**src/hdl/blb_pkg.sv**
```systemverilog
`timescale 1ns / 1ps

package blb_pkg;

	// server id space, fixed by the 4-bit server fields of a result item
	localparam int MAX_SERVERS = 16;

	// input command codes
	localparam logic [1:0] CMD_LOOKUP = 2'd0;
	localparam logic [1:0] CMD_ADD    = 2'd1;
	localparam logic [1:0] CMD_REMOVE = 2'd2;
	localparam logic [1:0] CMD_INIT   = 2'd3;

	// result status codes
	localparam logic [1:0] ST_OK          = 2'd0;
	localparam logic [1:0] ST_NO_SPARE    = 2'd1;
	localparam logic [1:0] ST_LAST_SERVER = 2'd2;

	// configuration register indexes
	localparam logic [1:0] REG_BUCKET_COUNT   = 2'd0;
	localparam logic [1:0] REG_TOTAL_SERVERS  = 2'd1;
	localparam logic [1:0] REG_INITIAL_ACTIVE = 2'd2;

	// configuration reset values
	localparam logic [12:0] BC_RESET = 13'd3200;
	localparam logic [4:0]  TS_RESET = 5'd16;
	localparam logic [4:0]  IA_RESET = 5'd0;

	// datapath operations issued by the controller
	typedef enum logic [4:0] {
		OP_NONE,
		OP_CAPTURE,
		OP_DIV_MOD,
		OP_DIV_FAC,
		OP_LK_READ,
		OP_LK_FIN,
		OP_INIT_SET,
		OP_INIT_DIRECT,
		OP_INIT_LEFT,
		OP_SCAN_START,
		OP_ADD_POP,
		OP_REM_POP,
		OP_BK_START,
		OP_BK_NEXT,
		OP_REB_SCAN,
		OP_REB_MOVE,
		OP_M_RD,
		OP_REM_MOVE,
		OP_FIN
	} op_t;

	typedef struct packed {
		op_t        op;
		logic [1:0] status;
	} cmd_t;

	typedef struct packed {
		logic [1:0] cmd;
		logic       out_free;
		logic       div_done;
		logic       scan_done;
		logic       bk_end;
		logic       init_direct;
		logic       add_ok;
		logic       rem_ok;
		logic       reb_go;
		logic       reb_done;
		logic       found;
		logic       match;
	} stat_t;

endpackage

```
**src/hdl/blb_ctrl.sv**
```systemverilog
`timescale 1ns / 1ps

module blb_ctrl (
	input  logic           clk,
	input  logic           arst_n,
	input  logic           s_axis_tvalid,
	output logic           s_axis_tready,
	input  blb_pkg::stat_t stat,
	output blb_pkg::cmd_t  cmd
);

	localparam logic [3:0] S_IDLE   = 4'd0;
	localparam logic [3:0] S_DISP   = 4'd1;
	localparam logic [3:0] S_WDIV_L = 4'd2;
	localparam logic [3:0] S_LREAD  = 4'd3;
	localparam logic [3:0] S_LLATCH = 4'd4;
	localparam logic [3:0] S_WDIV_I = 4'd5;
	localparam logic [3:0] S_IBK    = 4'd6;
	localparam logic [3:0] S_IPICK  = 4'd7;
	localparam logic [3:0] S_RSTART = 4'd8;
	localparam logic [3:0] S_RSCAN  = 4'd9;
	localparam logic [3:0] S_RBK    = 4'd10;
	localparam logic [3:0] S_MREAD  = 4'd11;
	localparam logic [3:0] S_MCHK   = 4'd12;
	localparam logic [3:0] S_MPICK  = 4'd13;

	logic [3:0] state_q;
	logic [3:0] state_d;

	always_ff @(posedge clk or negedge arst_n) begin
		if (!arst_n) state_q <= S_IDLE;
		else state_q <= state_d;
	end

	// sequencer
	always_comb begin
		state_d       = state_q;
		cmd.op        = blb_pkg::OP_NONE;
		cmd.status    = blb_pkg::ST_OK;
		s_axis_tready = 1'b0;
		unique case (state_q)
			S_IDLE: begin
				s_axis_tready = stat.out_free;
				if (s_axis_tvalid && stat.out_free) begin
					cmd.op  = blb_pkg::OP_CAPTURE;
					state_d = S_DISP;
				end
			end
			S_DISP: begin
				unique case (stat.cmd)
					blb_pkg::CMD_LOOKUP: begin
						cmd.op  = blb_pkg::OP_DIV_MOD;
						state_d = S_WDIV_L;
					end
					blb_pkg::CMD_INIT: begin
						cmd.op  = blb_pkg::OP_DIV_FAC;
						state_d = S_WDIV_I;
					end
					blb_pkg::CMD_ADD: begin
						if (stat.add_ok) begin
							cmd.op  = blb_pkg::OP_ADD_POP;
							state_d = S_RSTART;
						end else begin
							cmd.op     = blb_pkg::OP_FIN;
							cmd.status = blb_pkg::ST_NO_SPARE;
							state_d    = S_IDLE;
						end
					end
					default: begin
						if (stat.rem_ok) begin
							cmd.op  = blb_pkg::OP_REM_POP;
							state_d = S_MREAD;
						end else begin
							cmd.op     = blb_pkg::OP_FIN;
							cmd.status = blb_pkg::ST_LAST_SERVER;
							state_d    = S_IDLE;
						end
					end
				endcase
			end
			S_WDIV_L: if (stat.div_done) state_d = S_LREAD;
			S_LREAD: begin
				cmd.op  = blb_pkg::OP_LK_READ;
				state_d = S_LLATCH;
			end
			S_LLATCH: begin
				cmd.op  = blb_pkg::OP_LK_FIN;
				state_d = S_IDLE;
			end
			S_WDIV_I: begin
				if (stat.div_done) begin
					cmd.op  = blb_pkg::OP_INIT_SET;
					state_d = S_IBK;
				end
			end
			// initialize walk: contiguous runs, leftovers to the least loaded
			S_IBK: begin
				priority if (stat.bk_end) begin
					cmd.op  = blb_pkg::OP_FIN;
					state_d = S_IDLE;
				end else if (stat.init_direct) begin
					cmd.op = blb_pkg::OP_INIT_DIRECT;
				end else begin
					cmd.op  = blb_pkg::OP_SCAN_START;
					state_d = S_IPICK;
				end
			end
			S_IPICK: begin
				if (stat.scan_done) begin
					cmd.op  = blb_pkg::OP_INIT_LEFT;
					state_d = S_IBK;
				end
			end
			// rebalance loop
			S_RSTART: begin
				cmd.op  = blb_pkg::OP_SCAN_START;
				state_d = S_RSCAN;
			end
			S_RSCAN: begin
				if (stat.scan_done) begin
					if (stat.reb_go) begin
						cmd.op  = blb_pkg::OP_BK_START;
						state_d = S_RBK;
					end else begin
						cmd.op  = blb_pkg::OP_FIN;
						state_d = S_IDLE;
					end
				end
			end
			S_RBK: begin
				priority if (!stat.reb_done) begin
					cmd.op = blb_pkg::OP_REB_SCAN;
				end else if (stat.found) begin
					cmd.op  = blb_pkg::OP_REB_MOVE;
					state_d = S_RSTART;
				end else begin
					cmd.op  = blb_pkg::OP_FIN;
					state_d = S_IDLE;
				end
			end
			// remove walk over the table
			S_MREAD: begin
				if (stat.bk_end) begin
					cmd.op  = blb_pkg::OP_FIN;
					state_d = S_IDLE;
				end else begin
					cmd.op  = blb_pkg::OP_M_RD;
					state_d = S_MCHK;
				end
			end
			S_MCHK: begin
				if (stat.match) begin
					cmd.op  = blb_pkg::OP_SCAN_START;
					state_d = S_MPICK;
				end else begin
					cmd.op  = blb_pkg::OP_BK_NEXT;
					state_d = S_MREAD;
				end
			end
			S_MPICK: begin
				if (stat.scan_done) begin
					cmd.op  = blb_pkg::OP_REM_MOVE;
					state_d = S_MREAD;
				end
			end
			default: state_d = S_IDLE;
		endcase
	end

endmodule

```
**config.mk**
```make
export PLATFORM = sky130hd
export DESIGN_NAME = blb_ctrl
export DESIGN_NICKNAME = d
export VERILOG_FILES = /design/src/hdl/blb_pkg.sv /design/src/hdl/blb_ctrl.sv
export SDC_FILE = /design/constraint.sdc
export NUM_CORES = 1
export LEC_CHECK = 0
export BUFFER_PORTS_ARGS = -buffer_cell sky130_fd_sc_hd__clkbuf_2
export CELL_PAD_IN_SITES_DETAIL_PLACEMENT = 1
export CELL_PAD_IN_SITES_GLOBAL_PLACEMENT = 1
export CORE_ASPECT_RATIO = 1.2
export CORE_UTILIZATION = 30
export DETAILED_ROUTE_END_ITERATION = 8
export GPL_ROUTABILITY_DRIVEN = 0
export HOLD_SLACK_MARGIN = 0.12
export PLACE_DENSITY_LB_ADDON = 0.1
export SETUP_SLACK_MARGIN = 0.2
export SKIP_CTS_REPAIR_TIMING = 1
export SLEW_MARGIN = 30
export SYNTH_ARGS = -nofsm -noshare
export SYNTH_HDL_FRONTEND = slang
export SYNTH_SLANG_ARGS = --single-unit
```
**constraint.sdc**
```tcl
create_clock -name clk -period 4.55 [get_ports clk]
set_clock_uncertainty 0.1 [all_clocks]
set_input_delay 0.455 -clock clk [delete_from_list [all_inputs] [get_ports clk]]
set_output_delay 0.455 -clock clk [all_outputs]
set_load 0.05 [all_outputs]
```
==> results.md, run 1 <==
- Status: completed
- IO Count: 24
- Die span in y: 56.6 µm
- Worst Path Arrival: 2.47 ns
- Iter 0 DRT Violations: 27
- Top delay family on crit path: flip-flops
- Core ar.: 2330 µm²
- Post-Synth Simple-Gate Area: 44.2%
- Post-synthesis xor/xnor area fraction: 0%
- Ys Warns: 0
- Compound-Gate Fraction of Synth Area: 35.1%
- Nets: 149
- Worst Path Required: 3.99 ns
- Number of nets with antenna violations after detailed routing: 0
- Worst Tran Pin Value: 0.728 ns
- HP Class: input pin to async pin
- H-tree lvl count: 1
- Leakage: 0.000363 µW
- Die W: 47.5 µm
- Placed instance area: 860 µm²
- Tcrit/Tclk final: 66.4%
- Share of layout cells above drive strength 1: 23.7%
- Global-route wire length before repair: 4280 µm
- Final setup vio count: 0
- Synthesized Nets: 127
- Area growth syn-to-layout: 19.8%
- TritonCTS clock tree: built
- Peak VDD IR: 285 µV
- Initial Util: 32.0%
- Final hold violation count: 0
- MaxCap Viol Count: 0
- Slowest cell on crit path: dfrtp_1
- Via count: 954
- Rows: 19
- Vias in the first global route: 906
- CP Launch Type: flip-flop
- Sequential fraction of the synthesis area: 13.4%
- Post-DP HPWL: 1960 µm
- Largest regs: state_q: 4 flops
- Worst-path cell chain: nor2b_1 -> and3_1 -> a32oi_1 -> o21ai_0 -> or3_1 -> clkbuf_2
- Cell Area, Synth: 744 µm²
- Minimum clock period: 3.02 ns
- Worst Reg2Reg Path Length in Cells: 5
- Top_reg_cell synth: dfrtp_1
- Drt total wl: 2630 µm
- Crit end category: output pin
- Port Buffers: 23
- Drt via density: 5.89
- Final slew viol count: 0
- Largest register FFs: 4
- TritonCTS Buffers: 3
- Synth Area per Inst: 6.71 µm²
- Per-cell routed wire length: 16.2 µm
- Initial antenna violation count: 0
- Async set or reset register ratio after synthesis: 100%
- Post-synth EDFFs: 0
- Gr usage total: 21.6%
- Largest family of logic cells by synthesized area: simple AND/OR/NAND/NOR gates
- Biggest register: state_q
- Netlist cell types: 38
- CP Class: flip-flop to output pin
- Pre-Repair DR Iteration Count: 4
- Synthesized flop and latch total: 4
- Power density over the cells: 762 nW/µm²
- Die footprint: 2690 µm²
- Buffers plus inverters on the worst setup path: 1
- RSZ-0062 raised after global routing: no
- Synth Area in Adders: 0%
- Grt ovf: 0
- Largest net degree at the start of global routing: 25
- CTS clock-pin slew for the worst setup and hold paths: 0.04 ns
- Placed insts: 158
- Clock tree buffer depth: 2
- Rel. slew slack: 51.5%
- Crit path largest cell delay: 0.79 ns
- FMAX: 331 MHz
- Crit-path max FO: 22
- Multiplexer share of the synthesized area: 0%
- Fin util: 38.3%
- Setup TNS: 0 ns
- Fillers: 335
- Clk Latency, worst-skew pair: 0.24 ns
- Clock root cell: clkbuf_4
- Design area: 892 µm²
- Mapped Cells: 111
- Total power: 680 µW
- Number of clock sinks: 4
- Ant. Diodes: 0
- Non-filler cells, final: 162
- Drt drc: 0
- Stages on worst setup path: 6
## worst register-to-register path: stages (launching register included)
cell,delay (ns)
dfrtp_1,0.80
or3_1,0.29
a211oi_1,0.08
or4_4,0.56
a211oi_2,0.21
o32ai_2,0.11
## logic make-up (layout without fill, tap and decap cells)
group / after synthesis / after routing
buffers and inverters: 11 / 31
flip-flops: 4 / 4
AO/OA/AOI/OAI: 39 / 39
AND/OR/NAND/NOR: 57 / 57
## report_power, final
group | switching [µW] | internal, µW | total, µW
Clock | 15.8 | 29.6 | 45.4
Sequential | 92.3 | 52.7 | 145
Combinational | 310 | 179 | 490
## cell usage after synthesis (2+ instances only)
cell / instances / area [µm²]
nor2b_1: 6 / 37.5
nand2_1: 7 / 26.3
nor2_1: 12 / 45.0
dfrtp_1: 4 / 100
nand3b_1: 3 / 22.5
o21ai_0: 6 / 30.0
inv_1: 4 / 15.0
nor3b_1: 2 / 15.0
a31oi_1: 4 / 25.0
a211oi_1: 2 / 15.0
buf_2: 4 / 20.0
o211ai_1: 2 / 15.0
or3_1: 2 / 12.5
nand2b_1: 6 / 37.5
a21oi_1: 14 / 70.1
nor3_1: 10 / 50.1
nor4b_1: 2 / 17.5
## path summary, 6_finish.rpt
check / endpoint / from / slack [ns]
setup / recovery: cmd[5] / state_q[1]$_DFFE_PN0P_ / 1.53
min in group clk: state_q[3]$_DFFE_PN0P_ / stat[1] / 0.52
max in group asynchronous: state_q[3]$_DFFE_PN0P_ / arst_n / 3.78
hold / removal: state_q[1]$_DFFE_PN0P_ / arst_n / 0.45
hold reg to reg: state_q[3]$_DFFE_PN0P_ / state_q[3]$_DFFE_PN0P_ / 0.78
setup reg to reg: state_q[2]$_DFFE_PN0P_ / state_q[0]$_DFFE_PN0P_ / 2.26
## placed cells by master (no fill, tap or decap), types with 2 or more instances in the layout
cell type and instances:
clkbuf_2 23, a21oi_1 14, nor2_1 12, nor3_1 10, nand2_1 7, nor2b_1 6, nand2b_1 6, o21ai_0 6
inv_1 4, a31oi_1 4, dfrtp_1 4, nand3b_1 3, clkbuf_4 3, nor4b_1 2, o211ai_1 2, a211oi_1 2
or3_1 2, nor3b_1 2
## through the flow
step / hold WS (ns) / worst slack, ns
after global placement: 0.164 / 1.85
after global routing: 0.464 / 1.38
after detailed placement: 0.163 / 1.83
after CTS: -0.0841 / 1.58
final: 0.447 / 1.53
after floorplan: 0.0594 / 0.893
## final cells by class
| cell class | count | area [µm²] | area share, % |
|---|---|---|---|
| clock buffer | 3 | 22.5 | 2.52 |
| inverter | 4 | 15.0 | 1.68 |
| multi-input combinational | 96 | 591 | 66.2 |
| sequential | 4 | 100 | 11.2 |
| tap | 31 | 38.8 | 4.35 |
| timing repair buffer | 24 | 125 | 14.0 |
## per-layer routing
metal | vias to the layer above | wire length, µm | global-route usage (%) | part of all wire, %
met5 | - | 0 | 0 | 0
li1 | 456 | - | - | -
met3 | 3 | 114 | 2.57 | 4.3
met2 | 30 | 1240 | 33.3 | 47
met1 | 465 | 1250 | 30.1 | 47
met4 | 0 | 23 | 7.35 | 0.88
No activity file was read; power rests on OpenSTA's default activity.
==> run 2, diff against run 1 <==
--- a/config.mk
+++ b/config.mk
@@ -5,6 +5,7 @@
 export SDC_FILE = /design/constraint.sdc
 export NUM_CORES = 1
 export LEC_CHECK = 0
+export ABC_AREA = 1
 export BUFFER_PORTS_ARGS = -buffer_cell sky130_fd_sc_hd__clkbuf_2
 export CELL_PAD_IN_SITES_DETAIL_PLACEMENT = 1
 export CELL_PAD_IN_SITES_GLOBAL_PLACEMENT = 1
==> constraint.sdc (replaced) <==
create_clock -name clk -period 3.1 [get_ports clk]
set_clock_uncertainty 0.1 [all_clocks]
set_input_delay 0.31 -clock clk [delete_from_list [all_inputs] [get_ports clk]]
set_output_delay 0.31 -clock clk [all_outputs]
set_load 0.05 [all_outputs]
==> run 2 against run 1 <==
  * Sequential share of layout area fell by 0.76 points
  * Cell area rose by 7.3%
  * Sequential cell count is the same
  * Non-clock buffer count did not move
  * Die area increased by 6.0%
  * Synthesized area is 6.2% higher
==> results.md, run 2 <==
- Status: completed
- Clock tree buffer depth: 2 (unchanged)
- Grt ovf: 0 (unchanged)
- Die span in y: 58.2 µm (+3.0%)
- Final setup vio count: 0 (unchanged)
- Switching Fraction: 65.6% (+4.0 points)
- NetSw: 557 µW (+33%)
- Largest net degree at the start of global routing: 9 (-64%)
- Number of nets with antenna violations after detailed routing: 0 (unchanged)
- CP Launch Type: flip-flop
- Worst Reg2Reg Path Length in Cells: 8 (+3)
- H-tree lvl count: 1 (unchanged)
- Crit end category: output pin
- Non-filler cells, final: 212 (+31%)
- Largest regs: state_q: 4 flops
- Worst r2r dst: state_q[3]$_DFFE_PN0P_
- Ys Warns: 0 (unchanged)
- Vias in the first global route: 1062 (+17%)
- Pre-Repair DR Iteration Count: 4 (unchanged)
- Post-synth EDFFs: 0 (unchanged)
- Commonest non-fill, non-tap cells in the layout: nand2_1, clkbuf_2, inv_1
- Largest register FFs: 4 (unchanged)
- IO Count: 24 (unchanged)
- Port Buffers: 23 (unchanged)
- Netlist cell types: 19 (-50%)
- HP Class: input pin to async pin
- CP Class: flip-flop to output pin
- Clock group share of total power: 7.1% (+0.4 points)
- Stages on worst setup path: 6 (unchanged)
- Cell Area, Synth: 791 µm² (+6.2%)
- CTS clock-pin slew for the worst setup and hold paths: 0.03 ns (about the same)
- Top delay family on crit path: simple AND/OR/NAND/NOR gates
- Power density over the cells: 888 nW/µm² (+16%)
- TritonCTS Buffers: 3 (unchanged)
- Crit path largest cell delay: 0.46 ns (-0.33 ns)
- Synthesized Nets: 170 (+34%)
- Worst Tran Pin Value: 0.468 ns (-0.260 ns)
- Rows: 20 (+1)
- Sequential fraction of the synthesis area: 12.7% (-0.79 points)
- Die W: 48.9 µm (+2.9%)
- Top_reg_cell synth: dfrtp_1
- Core ar.: 2530 µm² (+8.5%)
- Placed insts: 208 (+32%)
- Per-cell routed wire length: 12.6 µm (-22%)
- Minimum clock period: 2.31 ns
- Initial Util: 31.3% (-0.67 points)
- FMAX: 433 MHz
- Worst-path cell chain: nor2_1 -> inv_1 -> o22ai_1 -> a21oi_1 -> nand3_1 -> clkbuf_2
- Internal power: 293 µW (+12%)
- Grt peak-use layer: met2
- Area leader, netlist: nand2_1
- Crit-path max FO: 6 (-73%)
- Hold slack: 0.329 ns (-0.118 ns)
- Met3 GRT Util: 2.10% (-0.47 points)
- Buffers plus inverters on the worst setup path: 2 (+1)
- Post-synth top cells: nand2_1, inv_1, nor2_1, nand3_1, nand4_1
- Gr usage total: 20.8% (-0.81 points)
- Fillers: 378 (+13%)
- Reg2reg setup slack: 1.47 ns (-0.79 ns)
- Number of clock sinks: 4 (unchanged)
- TritonCTS clock tree: built
- Rel. slew slack: 68.7% (+17 points)
- RSZ-0062 raised after global routing: no
- Worst Path Arrival: 1.90 ns (-0.57 ns)
- Clock root cell: clkbuf_4
- Setup TNS: 0 ns (unchanged)
- Share of layout cells above drive strength 1: 24.6% (+0.92 points)
- CP Launch Point: state_q[1]$_DFFE_PN0P_
- Initial antenna violation count: 0 (unchanged)
- Ant. Diodes: 0 (unchanged)
- Drt drc: 0 (unchanged)
- RR Startpoint: state_q[3]$_DFFE_PN0P_
- Die footprint: 2850 µm² (+6.0%)
- Nets: 197 (+32%)
- MaxCap Viol Count: 0 (unchanged)
- Post-DP HPWL: 2370 µm (+21%)
- Most common cell in the synthesized netlist: nand2_1
- Clk Latency, worst-skew pair: 0.22 ns (-0.02 ns)
- Final slew viol count: 0 (unchanged)
- Mapped Cells: 154 (+39%)
- Synth Area per Inst: 5.13 µm² (-23%)
- Most common cell after layout, fill and taps aside: nand2_1
- Slowest cell on crit path: dfrtp_1
- Worst Path Required: 2.69 ns (-1.30 ns)
- Synthesized flop and latch total: 4 (unchanged)
- Fin util: 37.9% (-0.42 points)
- Drt total wl: 2670 µm (+1.8%)
- Met2 Use GR: 38.3% (+5.0 points)
- Comb power frac: 78.3% (+6.3 points)
- Reg power frac: 14.6% (-6.7 points)
- Async set or reset register ratio after synthesis: 100% (unchanged)
- Leakage: 0.000582 µW (+60%)
- Biggest register: state_q
- M1 GR Usage: 25.0% (-5.0 points)
- Peak VDD IR: 359 µV (+26%)
- Tcrit/Tclk final: 74.5%
- Drt via density: 4.85 (-18%)
- Via count: 1028 (+7.8%)
- Top cells by area, synth: nand2_1, dfrtp_1, inv_1
- Worst Setup EP: cmd[5]
- Final hold violation count: 0 (unchanged)
- Area growth syn-to-layout: 21.0%
- Iter 0 DRT Violations: 21 (-22%)
- Top cell type's share of synthesized area: 26.1% (+13 points)
- Global-route wire length before repair: 4590 µm (+7.2%)
==> run 2: cell types whose count changed after synthesis, sizes merged, moves of 11 or more <==
cell and change:
nor2 +13, nand2 +52, nand3 +14, inv +23
a21oi -11
==> run 2: power groups by stage <==
| stage | combinational (µW) | clock, µW | sequential (µW) |
|---|---|---|---|
| final | 665 | 60.5 | 124 |
| after global routing | 730 | 66.9 | 131 |
| after CTS | 668 | 63.0 | 125 |
| after detailed placement | 666 | 0 | 126 |
| after global placement | 660 | 0 | 124 |
| after floorplan | 547 | 0 | 97.1 |
==> run 2: worst register-to-register path: cells and delay by family (launching register included) <==
kind | cells | cell delay, ns
buf+inv | 1 | 0.09
simple gates | 7 | 0.82
flops | 1 | 0.56
==> run 2: logic make-up (layout without fill, tap and decap cells) <==
kind of cell           after synthesis  in the layout  share of synthesized area [%]
and+or+nand+nor                    109            109                           63.1
buffers and inverters               29             54                           15.7
AOI/OAI and AO/OA                   12             12                           8.54
DFF                                  4              4                           12.7
==> run 2: area by class of cell <==
class                   instances  area, µm²  share of cell area (%)
repair buffers                 24        125                    13.1
clock buffers                   3       22.5                    2.35
well taps                      33       41.3                    4.31
flip-flops and latches          4        100                    10.5
multi-input cells             121        567                    59.2
inverters                      27        101                    10.6
==> run 2: worst min-delay path by stage <==
stage,to,slack [ns],start,cells after the start
5_1_grt,state_q[3]$_DFFE_PN0P_,0.35,arst_n,2
4_1_cts,state_q[2]$_DFFE_PN0P_,-0.22,arst_n,1
2_1_floorplan,state_q[0]$_DFFE_PN0P_,-0.09,arst_n,0
6_report,state_q[1]$_DFFE_PN0P_,0.33,arst_n,2
3_5_place_dp,state_q[0]$_DFFE_PN0P_,0.02,arst_n,1
3_3_place_gp,state_q[0]$_DFFE_PN0P_,0.02,arst_n,1
==> run 2: layer usage <==
| metal | wire length (µm) | vias up | share of wire, % |
|---|---|---|---|
| met5 | 0 | - | 0 |
| met4 | 41 | 0 | 1.5 |
| met3 | 80 | 4 | 3.0 |
| met2 | 1340 | 24 | 50 |
| met1 | 1210 | 463 | 45 |
| li1 | - | 537 | - |
==> run 2: stage by stage <==
step           total power, µW  instance area [µm²]  setup WS [ns]
2_1_floorplan              644                  791          0.298
3_3_place_gp               784                  925           1.05
3_5_place_dp               792                  925           1.04
4_1_cts                    856                  947          0.790
5_1_grt                    928                  957          0.629
6_report                   850                  957          0.792
==> run 3, diff against run 2 <==
--- a/config.mk
+++ b/config.mk
@@ -5,7 +5,7 @@
 export SDC_FILE = /design/constraint.sdc
 export NUM_CORES = 1
 export LEC_CHECK = 0
-export ABC_AREA = 1
+export ABC_AREA = 0
 export BUFFER_PORTS_ARGS = -buffer_cell sky130_fd_sc_hd__clkbuf_2
 export CELL_PAD_IN_SITES_DETAIL_PLACEMENT = 1
 export CELL_PAD_IN_SITES_GLOBAL_PLACEMENT = 1
==> constraint.sdc (replaced) <==
create_clock -name clk -period 1.9 [get_ports clk]
set_clock_uncertainty 0.1 [all_clocks]
set_input_delay 0.19 -clock clk [delete_from_list [all_inputs] [get_ports clk]]
set_output_delay 0.19 -clock clk [all_outputs]
set_load 0.05 [all_outputs]
==> run 3 against run 2 <==
  * The flow now finishes with violations (setup timing)
  * Combinational power grew to 4.1 times the previous value
  * Worst setup slack got worse by 1.1 ns
  * Cell area up 65%
  * Global-route usage grew 6.1 points
  * Register-to-register slack got worse by 1.7 ns
  * Routed wire length grew 82%
  * First-iteration DRC count grew 52%
  * Power rose to 3.6 times the previous value
  * Clock power increased by 70%
  * Sequential share of layout area down 3.8 points
==> results.md, run 3 (synthesis gave the netlist of run 1 again) <==
- Status: complete, but fails checks
- Failing checks: setup timing
- Drt drc: 0 (unchanged)
- Largest regs: state_q: 4 flops
- Worst Tran Pin Value: 0.433 ns (-0.0354 ns)
- Top delay family on crit path: simple AND/OR/NAND/NOR gates
- Drt via density: 6.13 (+26%)
- Commonest non-fill, non-tap cells in the layout: buf_4, clkbuf_2, a21oi_1
- MaxCap Viol Count: 0 (unchanged)
- Stages on worst setup path: 6 (unchanged)
- IO Count: 24 (unchanged)
- Ant. Diodes: 0 (unchanged)
- Hold slack: 0.206 ns (-0.123 ns)
- Die W: 47.5 µm (-2.8%)
- Port Buffers: 23 (unchanged)
- Die footprint: 2690 µm² (-5.6%)
- Crit end category: output pin
- Leakage: 0.000662 µW (+14%)
- Pre-Repair DR Iteration Count: 7 (+3)
- Placed instance area: 1210 µm² (+30%)
- H-tree lvl count: 1 (unchanged)
- TritonCTS clock tree: built
- Gr usage total: 27.0% (+6.1 points)
- Worst Reg2Reg Path Length in Cells: 6 (-2)
- Die span in y: 56.6 µm (-2.9%)
- Most common cell after layout, fill and taps aside: buf_4
- Nets: 193 (-2.0%)
- Worst Path Arrival: 1.91 ns (about the same)
- Core ar.: 2330 µm² (-7.8%)
- Minimum clock period: 2.20 ns
- Crit-path max FO: 8 (+2)
- Largest register FFs: 4 (unchanged)
- Share of layout cells above drive strength 1: 62.3% (+38 points)
- CP Class: flip-flop to output pin
- Initial Util: 32.0% (+0.67 points)
- Global-route wire length before repair: 5210 µm (+14%)
- CP Launch Type: flip-flop
- Clock root cell: clkbuf_4
- Per-cell routed wire length: 23.7 µm (+88%)
- Setup TNS: -1.92 ns (-1.92 ns)
- Grt ovf: 0 (unchanged)
- Buffers plus inverters on the worst setup path: 1 (-1)
- Iter 0 DRT Violations: 32 (+52%)
- Clk Latency, worst-skew pair: 0.23 ns (about the same)
- Number of nets with antenna violations after detailed routing: 0 (unchanged)
- Worst-path cell chain: nor2b_4 -> and3_4 -> a32oi_2 -> o21ai_1 -> or3_4 -> buf_8
- RSZ-0062 raised after global routing: yes
- Worst Path Required: 1.61 ns (-1.08 ns)
- Fin util: 67.7% (+30 points)
- Area growth syn-to-layout: 112%
- Final slew viol count: 0 (unchanged)
- Number of clock sinks: 4 (unchanged)
- Largest net degree at the start of global routing: 12 (+3)
- Via count: 1262 (+23%)
- Initial antenna violation count: 0 (unchanged)
- Crit path largest cell delay: 0.46 ns (about the same)
- FMAX: 454 MHz
- Setup ws final: -0.303 ns (-1.09 ns)
- Vias in the first global route: 1141 (+7.4%)
- Pre-CTS setup slack: -0.136 ns (-1.18 ns)
- Fillers: 275 (-27%)
- Final setup vio count: 10 (+10)
- Design area: 1580 µm² (+65%)
- Power density over the cells: 1940 nW/µm² (+120%)
- Peak VDD IR: 1390 µV (+290%)
- Rel. slew slack: 70.9% (+2.2 points)
- Tcrit/Tclk final: 116%
- TritonCTS Buffers: 3 (unchanged)
- Rows: 19 (-5.0%)
- Slowest cell on crit path: dfrtp_2
- Clock tree buffer depth: 2 (unchanged)
- Post-DP HPWL: 2740 µm (+16%)
- Final hold violation count: 0 (unchanged)
- Biggest register: state_q
- HP Class: input pin to async pin
- CTS clock-pin slew for the worst setup and hold paths: 0.04 ns (about the same)
- Drt total wl: 4870 µm (+82%)
## run 3: cell types whose count changed in the layout (fill, tap and decap cells not counted), moves of 5 or more
cell | previous run | this run
nand2_1 | 55 | 6
buf_4 | 0 | 36
inv_1 | 22 | 3
nand3_1 | 13 | 0
buf_6 | 0 | 10
nor2_1 | 17 | 7
a21oi_1 | 3 | 11
clkbuf_2 | 23 | 15
nand2b_1 | 0 | 6
nand4_1 | 6 | 0
nor2_2 | 5 | 0
nor3_1 | 4 | 9
## run 3: cell type report
class / instances / area [µm²] / share of cell area, %
clock buffers: 3 / 22.5 / 1.43
inverters: 4 / 15.0 / 0.952
multi-input cells: 96 / 813 / 51.5
flip-flops and latches: 4 / 105 / 6.66
well taps: 31 / 38.8 / 2.46
repair buffers: 68 / 583 / 37.0
## run 3: final timing paths
| kind | slack (ns) | from | endpoint |
|---|---|---|---|
| worst max-delay path | -0.30 | state_q[0]$_DFFE_PN0P_ | cmd[5] |
| worst min-delay path | 0.21 | arst_n | state_q[2]$_DFFE_PN0P_ |
| worst max register to register | -0.23 | state_q[3]$_DFFE_PN0P_ | state_q[2]$_DFFE_PN0P_ |
| worst min register to register | 0.74 | state_q[1]$_DFFE_PN0P_ | state_q[3]$_DFFE_PN0P_ |
| max in group asynchronous | 1.35 | arst_n | state_q[1]$_DFFE_PN0P_ |
| min in group clk | 0.25 | stat[1] | state_q[3]$_DFFE_PN0P_ |
## run 3: where the power goes
group | switching (µW) | internal, µW | total, µW
Clock | 32.2 | 70.4 | 103
Sequential | 96.1 | 138 | 234
Combinational | 1450 | 1260 | 2720
Total | 1580 | 1470 | 3050
## run 3: stage by stage
stage / power [µW] / instances
after global routing: 3190 / 206
final: 3050 / 206
after floorplan: 1360 / 111
after global placement: 2100 / 191
after detailed placement: 2140 / 191
after CTS: 2260 / 194
## run 3: worst register-to-register path, stage by stage (launching register included)
cell      delay [ns]
dfrtp_2         0.45
buf_6           0.14
and4bb_4        0.21
nor2b_4         0.14
or4_4           0.60
a211oi_2        0.21
o32ai_2         0.13
## run 3: metal layers
layer | vias to the layer above | track usage, % | wire length (µm)
li1 | 547 | - | -
met1 | 615 | 32.7 | 1840
met2 | 73 | 47.4 | 2560
met3 | 27 | 4.18 | 264
met4 | 0 | 5.71 | 214
met5 | - | 0 | 0
